$ cat src/hw/rtl/dct_pkg.sv
`timescale 1ns / 1ps
`default_nettype none
// ----------------------------------------------------------------------------
// dct_pkg
// Shared types and constants of the delimiter class tokenizer.
// ----------------------------------------------------------------------------
package dct_pkg;

   localparam int NUM_CLASSES      = 2;
   localparam int RANGES_PER_SET   = 4;
   localparam int MAX_NESTING_DEF  = 255;

   // Only two classes and four ranges fit in the register map.
   localparam int CHECKED_CLASSES  = (NUM_CLASSES < 2) ? NUM_CLASSES : 2;
   localparam int CHECKED_RANGES   = (RANGES_PER_SET < 4) ? RANGES_PER_SET : 4;

   localparam int SET_W            = 64;
   localparam int CHAR_W           = 8;
   localparam int CSR_INDEX_W      = 3;

   localparam logic [SET_W-1:0]  SET_RESET    = 64'hFF00_FF00_FF00_FF00;
   localparam logic [7:0]        FLAGS_RESET  = 8'h00;
   localparam logic [1:0]        ACTIVE_RESET = 2'd1;

   localparam logic [CHAR_W-1:0] QUOTE_CHAR   = 8'd34;

   // Bit positions within one class's flag group
   localparam logic [1:0] FLAG_HAS_END    = 2'd0;
   localparam logic [1:0] FLAG_EXCL_START = 2'd1;
   localparam logic [1:0] FLAG_EXCL_END   = 2'd2;
   localparam logic [1:0] FLAG_NEST       = 2'd3;

   typedef enum logic [CSR_INDEX_W-1:0] {
      REG_START_A = 3'd0,
      REG_END_A   = 3'd1,
      REG_START_B = 3'd2,
      REG_END_B   = 3'd3,
      REG_FLAGS   = 3'd4,
      REG_QUOTE   = 3'd5,
      REG_ACTIVE  = 3'd6
   } csr_reg_type;

   typedef struct packed {
      logic [1:0][SET_W-1:0] start_set;
      logic [1:0][SET_W-1:0] end_set;
      logic [7:0]            class_flags;
      logic                  quote_enable;
      logic [1:0]            active_classes;
   } cfg_type;

   typedef struct packed {
      logic              has_char;
      logic [CHAR_W-1:0] token_char;
      logic              class_index;
      logic              token_end;
      logic              failed;
   } rsp_type;

endpackage
`default_nettype wire

$ cat src/hw/rtl/dct_csr.sv
`timescale 1ns / 1ps
`default_nettype none
// ----------------------------------------------------------------------------
// dct_csr
// Configuration registers: class sets, flags, quote mode and class count.
// ----------------------------------------------------------------------------
module dct_csr
   import dct_pkg::*;
(
   input  wire logic                   clock,
   input  wire logic                   reset,
   input  wire logic                   csr_valid,
   output logic                        csr_ready,
   input  wire logic [CSR_INDEX_W-1:0] csr_index,
   input  wire logic [SET_W-1:0]       csr_wdata,
   output cfg_type                     cfg
);

   cfg_type cfg_ff;
   cfg_type cfg_in;
   logic    write;

   assign csr_ready = 1'b1;
   assign write     = csr_valid && csr_ready;

   always_comb begin
      cfg_in = cfg_ff;
      if (write) begin
         unique case (csr_reg_type'(csr_index))
            REG_START_A: cfg_in.start_set[0]   = csr_wdata;
            REG_END_A:   cfg_in.end_set[0]     = csr_wdata;
            REG_START_B: cfg_in.start_set[1]   = csr_wdata;
            REG_END_B:   cfg_in.end_set[1]     = csr_wdata;
            REG_FLAGS:   cfg_in.class_flags    = csr_wdata[7:0];
            REG_QUOTE:   cfg_in.quote_enable   = csr_wdata[0];
            REG_ACTIVE:  cfg_in.active_classes = csr_wdata[1:0];
            default:     cfg_in = cfg_ff;
         endcase
      end
   end

   always_ff @(posedge clock) begin
      if (reset) begin
         cfg_ff.start_set      <= {SET_RESET, SET_RESET};
         cfg_ff.end_set        <= {SET_RESET, SET_RESET};
         cfg_ff.class_flags    <= FLAGS_RESET;
         cfg_ff.quote_enable   <= 1'b0;
         cfg_ff.active_classes <= ACTIVE_RESET;
      end else begin
         cfg_ff <= cfg_in;
      end
   end

   assign cfg = cfg_ff;

endmodule
`default_nettype wire

$ cat src/hw/rtl/dct_set_match.sv
`timescale 1ns / 1ps
`default_nettype none
// ----------------------------------------------------------------------------
// dct_set_match
// Tests one character against a set of low/high byte ranges.
// ----------------------------------------------------------------------------
module dct_set_match
   import dct_pkg::*;
(
   input  wire logic [SET_W-1:0]  set_bits,
   input  wire logic [CHAR_W-1:0] ch,
   output logic                   hit
);

   logic [CHECKED_RANGES-1:0] range_hit;

   for (genvar r = 0; r < CHECKED_RANGES; r++) begin : g_range
      logic [CHAR_W-1:0] lo;
      logic [CHAR_W-1:0] hi;
      assign lo           = set_bits[16*r+8 +: CHAR_W];
      assign hi           = set_bits[16*r   +: CHAR_W];
      // an inverted range never matches
      assign range_hit[r] = (lo <= ch) && (ch <= hi);
   end

   assign hit = |range_hit;

endmodule
`default_nettype wire

$ cat src/hw/rtl/dct_engine.sv
`timescale 1ns / 1ps
`default_nettype none
// ----------------------------------------------------------------------------
// dct_engine
// Token state and the per-character decision: open, extend, close, fail or drop.
// ----------------------------------------------------------------------------
module dct_engine
   import dct_pkg::*;
#(
   parameter int MAX_NESTING = MAX_NESTING_DEF
)(
   input  wire logic              clock,
   input  wire logic              reset,
   input  wire logic              advance,
   input  wire logic [CHAR_W-1:0] text_char,
   input  wire logic              last_in_buffer,
   input  wire cfg_type           cfg,
   output logic                   res_valid,
   output rsp_type                res
);

   localparam int NEST_W = $clog2(MAX_NESTING + 1);
   localparam logic [NEST_W-1:0] NEST_MAX = NEST_W'(MAX_NESTING);

   logic              in_token_ff, in_token_in;
   logic              open_class_ff, open_class_in;
   logic [NEST_W-1:0] nest_ff, nest_in;
   logic              quote_ff, quote_in;

   logic [1:0]        start_hit;
   logic [1:0]        end_hit;
   logic              quote_next;
   logic              hit0, hit1, hit_any, hit_cls;
   logic              cls;
   logic              nest_up, end_match;
   logic [NEST_W-1:0] nest_raised;
   logic              keep;

   function automatic logic flag_of(input logic [7:0] flags, input logic c,
                                    input logic [1:0] b);
      return flags[{c, b}];
   endfunction

   for (genvar i = 0; i < 2; i++) begin : g_class
      dct_set_match u_start (
         .set_bits (cfg.start_set[i]),
         .ch       (text_char),
         .hit      (start_hit[i])
      );
      dct_set_match u_end (
         .set_bits (cfg.end_set[i]),
         .ch       (text_char),
         .hit      (end_hit[i])
      );
   end

   always_comb begin
      quote_next = quote_ff ^ (cfg.quote_enable && (text_char == QUOTE_CHAR));

      // class priority: lower index wins
      hit0    = (cfg.active_classes != 2'd0) && start_hit[0] && !quote_next;
      hit1    = (CHECKED_CLASSES > 1) && cfg.active_classes[1] && start_hit[1]
                && !quote_next && !hit0;
      hit_any = hit0 || hit1;
      hit_cls = hit1;

      cls         = open_class_ff;
      nest_up     = !quote_next && flag_of(cfg.class_flags, cls, FLAG_NEST)
                    && start_hit[cls];
      nest_raised = nest_ff + NEST_W'(nest_up && (nest_ff < NEST_MAX));
      end_match   = !quote_next && end_hit[cls];

      keep = 1'b0;

      in_token_in   = in_token_ff;
      open_class_in = open_class_ff;
      nest_in       = nest_ff;
      quote_in      = quote_ff;

      res_valid       = 1'b0;
      res.has_char    = 1'b0;
      res.token_char  = '0;
      res.class_index = 1'b0;
      res.token_end   = 1'b0;
      res.failed      = 1'b0;

      if (advance) begin
         if (!in_token_ff) begin
            if (hit_any) begin
               keep            = !flag_of(cfg.class_flags, hit_cls, FLAG_EXCL_START);
               res.class_index = hit_cls;
               if (!flag_of(cfg.class_flags, hit_cls, FLAG_HAS_END)) begin
                  // one-character token
                  res_valid     = 1'b1;
                  res.has_char  = keep;
                  res.token_end = 1'b1;
                  in_token_in   = 1'b0;
                  open_class_in = 1'b0;
                  nest_in       = '0;
                  quote_in      = 1'b0;
               end else if (last_in_buffer) begin
                  res_valid     = 1'b1;
                  res.failed    = 1'b1;
                  in_token_in   = 1'b0;
                  open_class_in = 1'b0;
                  nest_in       = '0;
                  quote_in      = 1'b0;
               end else begin
                  res_valid     = keep;
                  res.has_char  = keep;
                  in_token_in   = 1'b1;
                  open_class_in = hit_cls;
                  nest_in       = '0;
                  quote_in      = quote_next;
               end
            end else if (last_in_buffer) begin
               res_valid     = 1'b1;
               res.failed    = 1'b1;
               in_token_in   = 1'b0;
               open_class_in = 1'b0;
               nest_in       = '0;
               quote_in      = 1'b0;
            end else begin
               // drop scanning character
               quote_in = quote_next;
            end
         end else begin
            res_valid       = 1'b1;
            res.class_index = cls;
            if (end_match && (nest_raised == '0)) begin
               res.has_char  = !flag_of(cfg.class_flags, cls, FLAG_EXCL_END);
               res.token_end = 1'b1;
               in_token_in   = 1'b0;
               open_class_in = 1'b0;
               nest_in       = '0;
               quote_in      = 1'b0;
            end else if (last_in_buffer) begin
               res.failed    = 1'b1;
               in_token_in   = 1'b0;
               open_class_in = 1'b0;
               nest_in       = '0;
               quote_in      = 1'b0;
            end else begin
               res.has_char = 1'b1;
               nest_in      = end_match ? (nest_raised - NEST_W'(1)) : nest_raised;
               quote_in     = quote_next;
            end
         end
         res.token_char = res.has_char ? text_char : '0;
      end
   end

   always_ff @(posedge clock) begin
      if (reset) begin
         in_token_ff   <= 1'b0;
         open_class_ff <= 1'b0;
         nest_ff       <= '0;
         quote_ff      <= 1'b0;
      end else begin
         in_token_ff   <= in_token_in;
         open_class_ff <= open_class_in;
         nest_ff       <= nest_in;
         quote_ff      <= quote_in;
      end
   end

endmodule
`default_nettype wire

$ cat src/hw/rtl/delimiter_class_tokenizer_core.sv
`timescale 1ns / 1ps
`default_nettype none
// ----------------------------------------------------------------------------
// delimiter_class_tokenizer_core
// Character-stream tokenizer with prioritized delimiter classes, nesting
// and quote suppression.
// ----------------------------------------------------------------------------
// Path: request to response passes the input register, then the result register.
// Throughput: 1 character per cycle, set by the token state update, barring a response stall.
// A stalled response holds the input register; the next request waits behind it.
// Reset: synchronous; clears token state, the valid flags of both pipeline registers and the
// configuration to its reset values (empty sets, one active class).
module delimiter_class_tokenizer_core
   import dct_pkg::*;
#(
   parameter int MAX_NESTING = MAX_NESTING_DEF
)(
   input  wire logic                   clock,
   input  wire logic                   reset,
   input  wire logic                   req_valid,
   output logic                        req_ready,
   input  wire logic [CHAR_W-1:0]      req_text_char,
   input  wire logic                   req_last_in_buffer,
   output logic                        rsp_valid,
   input  wire logic                   rsp_ready,
   output logic                        rsp_has_char,
   output logic [CHAR_W-1:0]           rsp_token_char,
   output logic                        rsp_class_index,
   output logic                        rsp_token_end,
   output logic                        rsp_failed,
   input  wire logic                   csr_valid,
   output logic                        csr_ready,
   input  wire logic [CSR_INDEX_W-1:0] csr_index,
   input  wire logic [SET_W-1:0]       csr_wdata
);

   cfg_type           cfg;

   logic              in_valid_ff, in_valid_in;
   logic [CHAR_W-1:0] in_char_ff;
   logic              in_last_ff;

   logic              rsp_valid_ff, rsp_valid_in;
   rsp_type           rsp_ff;

   logic              advance;
   logic              res_valid;
   rsp_type           res;

   dct_csr u_csr (
      .clock     (clock),
      .reset     (reset),
      .csr_valid (csr_valid),
      .csr_ready (csr_ready),
      .csr_index (csr_index),
      .csr_wdata (csr_wdata),
      .cfg       (cfg)
   );

   // process the held request when the result register is free or draining
   assign advance   = in_valid_ff && (!rsp_valid_ff || rsp_ready);
   assign req_ready = !in_valid_ff || advance;

   dct_engine #(
      .MAX_NESTING (MAX_NESTING)
   ) u_engine (
      .clock          (clock),
      .reset          (reset),
      .advance        (advance),
      .text_char      (in_char_ff),
      .last_in_buffer (in_last_ff),
      .cfg            (cfg),
      .res_valid      (res_valid),
      .res            (res)
   );

   always_comb begin
      in_valid_in = in_valid_ff;
      if (req_ready) begin
         in_valid_in = req_valid;
      end
      rsp_valid_in = rsp_valid_ff;
      if (advance) begin
         rsp_valid_in = res_valid;
      end else if (rsp_ready) begin
         rsp_valid_in = 1'b0;
      end
   end

   always_ff @(posedge clock) begin
      if (reset) begin
         in_valid_ff  <= 1'b0;
         rsp_valid_ff <= 1'b0;
      end else begin
         in_valid_ff  <= in_valid_in;
         rsp_valid_ff <= rsp_valid_in;
      end
   end

   always_ff @(posedge clock) begin
      if (req_valid && req_ready) begin
         in_char_ff <= req_text_char;
         in_last_ff <= req_last_in_buffer;
      end
      if (advance && res_valid) begin
         rsp_ff <= res;
      end
   end

   assign rsp_valid       = rsp_valid_ff;
   assign rsp_has_char    = rsp_ff.has_char;
   assign rsp_token_char  = rsp_ff.token_char;
   assign rsp_class_index = rsp_ff.class_index;
   assign rsp_token_end   = rsp_ff.token_end;
   assign rsp_failed      = rsp_ff.failed;

`ifndef NO_ASSERTIONS
   // the last character of a buffer always closes or fails
   a_last_resolves: assert property (@(posedge clock) disable iff (reset)
      (advance && in_last_ff) |=> (rsp_valid && (rsp_token_end || rsp_failed)))
      else $error("last character produced no closing response");

   // a response always carries something
   a_rsp_nonempty: assert property (@(posedge clock) disable iff (reset)
      rsp_valid |-> (rsp_has_char || rsp_token_end || rsp_failed))
      else $error("empty response delivered");

   // a failure never carries a character
   a_fail_no_char: assert property (@(posedge clock) disable iff (reset)
      (rsp_valid && rsp_failed) |-> (!rsp_has_char && !rsp_token_end
                                     && (rsp_token_char == '0)))
      else $error("failed response carries token data");
`endif

endmodule
`default_nettype wire
$ cat config.mk
export PLATFORM = sky130hd
export DESIGN_NAME = delimiter_class_tokenizer_core
export DESIGN_NICKNAME = d
export VERILOG_FILES = /design/src/hw/rtl/dct_pkg.sv /design/src/hw/rtl/dct_csr.sv /design/src/hw/rtl/dct_set_match.sv /design/src/hw/rtl/dct_engine.sv /design/src/hw/rtl/delimiter_class_tokenizer_core.sv
export SDC_FILE = /design/constraint.sdc
export NUM_CORES = 1
export LEC_CHECK = 0
export BUFFER_PORTS_ARGS = -buffer_cell sky130_fd_sc_hd__buf_2
export CORE_MARGIN = 2
export CORE_UTILIZATION = 53
export DETAILED_ROUTE_END_ITERATION = 12
export PLACE_DENSITY = 0.76
export SLEW_MARGIN = 20
export SYNTH_ARGS = -nofsm -noshare
export SYNTH_HDL_FRONTEND = slang
export SYNTH_SLANG_ARGS = --single-unit
$ cat constraint.sdc
create_clock -name clock -period 10.95 [get_ports clock]
set_input_delay 2.19 -clock clock [delete_from_list [all_inputs] [get_ports clock]]
set_output_delay 2.19 -clock clock [all_outputs]
set_load 0.02 [all_outputs]
## Yosys cells after proc, flatten, opt, wreduce, memory -nomap -nowiden

Cells that the tools add are included.

- Input bits: 81
- Logic and storage cells: 180
- Flip-flop bits (word level): 301

- Equality and inequality tests: 7
- $lt $le $gt $ge: 38
- $add $sub $neg: 2
- Reduce and logical (&&, ||, !) cells: 57
- Multiplexer cells: 55
- Bitwise operators: 1

Operator list:

| operator | number |
|---|---|
| <= comparator 8 bit | 32 |
| 2-to-1 mux 8 bit | 6 |
| 2-to-1 mux 1 bit | 47 |
| logical AND 1 bit | 30 |
| AND reduction 2 bit | 9 |
| less-than comparator 3 x 4 -> 1 bit (second input constant) | 4 |
| OR reduction 4 bit | 4 |
| == test 3 bit (second input constant) | 3 |
| adder 8 x 1 -> 8 bit | 1 |
| == test 8 x 6 -> 1 bit (second input constant) | 1 |
| zero test 8 bit | 1 |
| less-than comparator 8 bit (second input constant) | 1 |
| subtractor 8 x 1 -> 8 bit (second input constant) | 1 |
| == test 3 x 2 -> 1 bit (second input constant) | 2 |
| zero test 1 bit | 6 |
| nonzero test 2 bit | 2 |
| == test 3 x 1 -> 1 bit (second input constant) | 1 |
| zero test 3 bit | 1 |
| logical OR 1 bit | 3 |
| 2-to-1 mux 3 bit | 1 |
| nonzero test 3 bit | 1 |
| less-than comparator 1 x 2 -> 1 bit (second input constant) | 1 |
| 2-to-1 mux 2 bit | 1 |
| XOR 1 bit | 1 |

## Depth between registers and ports, before layout

- Depth after elaboration: 16
- Depth in mapped cells: 20
- Depth with buffers taken out: 19

## Modules after synthesis

Synthesis repeated with hierarchy kept, for this count alone.

- Cells, all modules: 1919
- Area total of the unflattened synthesis: 18272.5 µm²

Modules (own cells, without submodules):

| module | cells an instance | area each (µm²) | times used |
|---|---|---|---|
| dct_csr | 945 | 10119.7 | 1 |
| dct_set_match (u_engine.g_class[0].u_end ...) | 196 | 1540.2 | 3 |
| dct_set_match (u_engine.g_class[0].u_start) | 196 | 1546.5 | 1 |
| dct_engine | 158 | 1252.5 | 1 |
| delimiter_class_tokenizer_core | 32 | 733.2 | 1 |

## Worst setup path before layout

OpenSTA, ideal clock, no wires.

- Path kind: input to output
- Start: input port rsp_ready
- End: output port req_ready
- Data required time: 8760 ps
- Arrival time: 2516 ps
- Slack: 6244 ps
- Stages: 2
- Cells stage by stage: nor2b_1 nand2_1

- Word-level cells in the longest chain between the ends: 3

RTL lines:

| what | RTL line | source |
|---|---|---|
| start, declared | delimiter_class_tokenizer_core.sv:25 | `input wire logic rsp_ready,` |
| logical OR 1 bit | delimiter_class_tokenizer_core.sv:61 | `assign advance = in_valid_ff && (!rsp_valid_ff \|\| rsp_ready);` |
| logical AND 1 bit | delimiter_class_tokenizer_core.sv:61 |  |
| logical OR 1 bit | delimiter_class_tokenizer_core.sv:62 | `assign req_ready = !in_valid_ff \|\| advance;` |
| end, declared | delimiter_class_tokenizer_core.sv:21 | `output logic req_ready,` |

No other way between the ends.

## Final worst setup path

- Start: register in_char_ff[0]
- End: register rsp_ff (netlist bit rsp_token_char[6]), data pin

- Word-level cells in the longest chain between the ends: 16

RTL lines:

| what | RTL line | source |
|---|---|---|
| start, declared | delimiter_class_tokenizer_core.sv:40 | `logic [CHAR_W-1:0] in_char_ff;` |
| start signal, assigned | delimiter_class_tokenizer_core.sv:102 | `in_char_ff <= req_text_char;` |
| branches (longest 13 deep; another with <= comparator 8 bit) | -- |  |
| 2-to-1 mux 1 bit (*) | dct_engine.sv:88 | `if (!in_token_ff) begin` |
| 2-to-1 mux 1 bit (*) | dct_engine.sv:87 | `if (advance) begin` |
| AND reduction 2 bit (no line) (*) | -- |  |
| end signal, assigned | delimiter_class_tokenizer_core.sv:106 | `rsp_ff <= res;` |
| end, declared | delimiter_class_tokenizer_core.sv:44 | `rsp_type rsp_ff;` |

Mark *: on every way between the ends. The select of a mux whose other input is x is not followed.
A chain may end at the register's enable or synchronous reset.

==> out/metrics.csv <==
metric,value,unit
route.detailed.drc,0,
drive_gt1_share,8.662,%
worst_pin_slew,1012,ps
cts_buffer_depth,3,
finalNetCount,2541,
antennaDiodeCount,0,
multi_input_area,9883,µm²
wl,48.56,mm
num_rows,65,
path_clk_slew,60,ps
p_comb_share,14.0,%
cts_buffers,36,
arrival,6380,ps
firstDrtPassIters,5,
synth-edff-count,21,
cp_num_buf_inv,1,
die_h,183.4,µm
clock_sinks,301,
syn_to_final_growth,11.82,%
finalSetupViolations,0,
via_count,15570,
critPathMaxStageDelay,970,ps
grt_pass1_wl,77.80,mm
start_util,53.89,%
cp_cell_sequence,inv_1 > ha_1 > nor2b_1 > o211ai_1 > a21oi_1 > o22ai_1 > a22oi_1 > nand2_1 > o2111a_1 > ha_1 > ha_1 > and3_1 > o211ai_1 > a21oi_1 > and3_1 > a21boi_2 > a21oi_1 > o2111ai_1 > o21ai_1,
critical_path.slowest_cell,edfxtp_1,
p_int,0.002050,W
yosysSeqAreaShare,36.57,%
critPathLaunchType,flop,
register_area,6236,µm²
antenna_found_initial,0,
holdCritPathClass,flop to flop,
cts_tree,done,
grt.overflow.total,0,
clk_latency,540,ps
synth_seq_cells,301,
nFillCells,2764,
core_area,31640,µm²
synth_warnings,0,
critPathRequiredTime,11320,ps
syn_avg_cell_area,7.927,µm²
numPortBuffers,94,
cp-end-kind,flop,
grt_max_degree,98,
maxCapViolations,0,
syn-num-nets,2492,
dieWidth,183.4,µm
via_per_inst,5.920,
async_flop_share,0,%
path_delay_family,compound AO/OA/AOI/OAI gates,
slew_viol_final,0,
postCtsHoldBufs,0,
slew_headroom,32.54,%
syn_inst,2151,
yosys.area.top_type,dfxtp_1,
status,"finished, final reports clean",
switchingPower,0.0007654,W
cts_resized,0,
clock_skew,17.61,ps
finalHoldViolations,0,
grt.total_usage,28.84,%
synth_area_leaders,"dfxtp_1, ha_1, nand2_1, a21oi_1, nand3_1",
leakagePower,7.851,nW
cts-root-buf,clkbuf_16,
switching_share,27.19,%
dp_hpwl,31.90,mm
cts_setup_buffers,0,
ant_nets,0,
first_iter_violations,1170,
dieArea,33620,µm²
pwr-share-seq,41.5,%
htreeDepth,2,
power_density,147.7,nW/µm²
grt_pass1_vias,15210,
rsz0062_at_grt,false,
ios,96,
synth-main-ff-cell,dfxtp_1,
mostFrequentLayoutCell,nand2_1,
fmaxAchievable,166.6,MHz
fin_crit_sh,54.82,%
setup_tns,0,ps
layout_common_cells,"nand2_1, dfxtp_1, a21oi_1",
gp_congestion,0.8801,
critical_path_class,flop to flop,
wire_per_inst,18.46,µm
yosys.area.top_type_share,32.88,%
fin_util,60.27,%
peakVddDrop,130.7,µV
p_clk_share,44.5,%
fin_hold_ws,453.1,ps
min_period,6003,ps
worst-path-max-fanout,18,
syn_area,17050,µm²
rrSetupSlack,4950,ps
yosysUniqueCellTypes,65,
==> metrics by stage <==
stage / std cells / power (W) / cell area, µm² / setup slack, ps
after floorplan: 2151 / 0.001441 / 17050 / 6244
after global placement: 2564 / 0.001556 / 17800 / 5324
after detailed placement: 2564 / 0.001576 / 17800 / 5191
after CTS: 2630 / 0.002823 / 19060 / 5070
after global routing: 2630 / 0.002925 / 19070 / 4704
final: 2630 / 0.002815 / 19070 / 4947
==> worst reg2reg max path: cells and delay by family, from the launching register on <==
kind	cells	cell delay (ps)
AO/OA/AOI/OAI	11	2580
buffers and inverters	1	670
AND/OR/NAND/NOR	4	690
adder cells (fa/ha/maj)	3	960
flip-flops	1	970
==> cell usage after synthesis, types with 16 or more instances <==
master	number
nor2b_1	34
inv_1	145
nand2_1	571
nand4_1	64
edfxtp_1	21
ha_1	260
dfxtp_1	280
clkbuf_1	82
nor2_1	16
nand3_1	128
o22ai_1	28
o21ai_0	38
a21oi_1	277
o211ai_1	47
buf_1	16
==> worst paths after layout <==
kind,cells past startpoint,endpoint,start
worst max-delay path,19,rsp_token_char[6]$_SDFFCE_PN0P_,in_char_ff[0]$_DFFE_PP_
worst min-delay path,2,u_csr.cfg[5]$_SDFFE_PP0P_,u_csr.cfg[5]$_SDFFE_PP0P_
worst max register to register,19,rsp_token_char[6]$_SDFFCE_PN0P_,in_char_ff[0]$_DFFE_PP_
worst min register to register,2,u_csr.cfg[5]$_SDFFE_PP0P_,u_csr.cfg[5]$_SDFFE_PP0P_
==> cell families after synthesis <==
kind of cell	Yosys count	synth area share (%)
simple gates	860	22.11
compound gates	466	15.95
flops	301	36.57
fa+ha+maj	260	19.08
buf+inv	251	5.584
mux	8	0.4697
xor+xnor	4	0.2055
other cells	1	0.02199
==> cell type report <==
class                   count  area share (%)
clock inverters             9          0.6103
multi-input cells        1599           51.84
flip-flops and latches    301           32.71
repair buffers            115           3.308
inverters                 147           2.901
clock buffers              57           5.998
well taps                 402           2.638
==> power by group through the flow <==
stage	clock [W]	combinational, W	sequential (W)
2_1_floorplan	0	0.000251	0.00119
5_1_grt	0.00131	0.000438	0.00117
6_report	0.00125	0.000393	0.00117
3_3_place_gp	0	0.000365	0.00119
4_1_cts	0.00127	0.000387	0.00117
3_5_place_dp	0	0.000384	0.00119
==> per-layer routing <==
layer  part of all wire (%)  global-route usage (%)
met5                      0                       0
met4                    3.1                   10.34
met3                    7.0                   3.336
met2                     48                   49.77
met1                     42                   37.27
==> flip-flops by register name (all words and copies together), names as in the netlist <==
register and flops:
in_last_ff 1, u_engine.nest_ff 8, u_engine.cls 1, in_valid_ff 1, u_engine.in_token_ff 1, rsp_valid 1
u_engine.quote_ff 1, rsp_failed 1, rsp_token_char 8, rsp_class_index 1, u_csr.cfg 267, rsp_token_end 1
in_char_ff 8, rsp_has_char 1
Note: power is estimated with default switching activity, not from simulation.
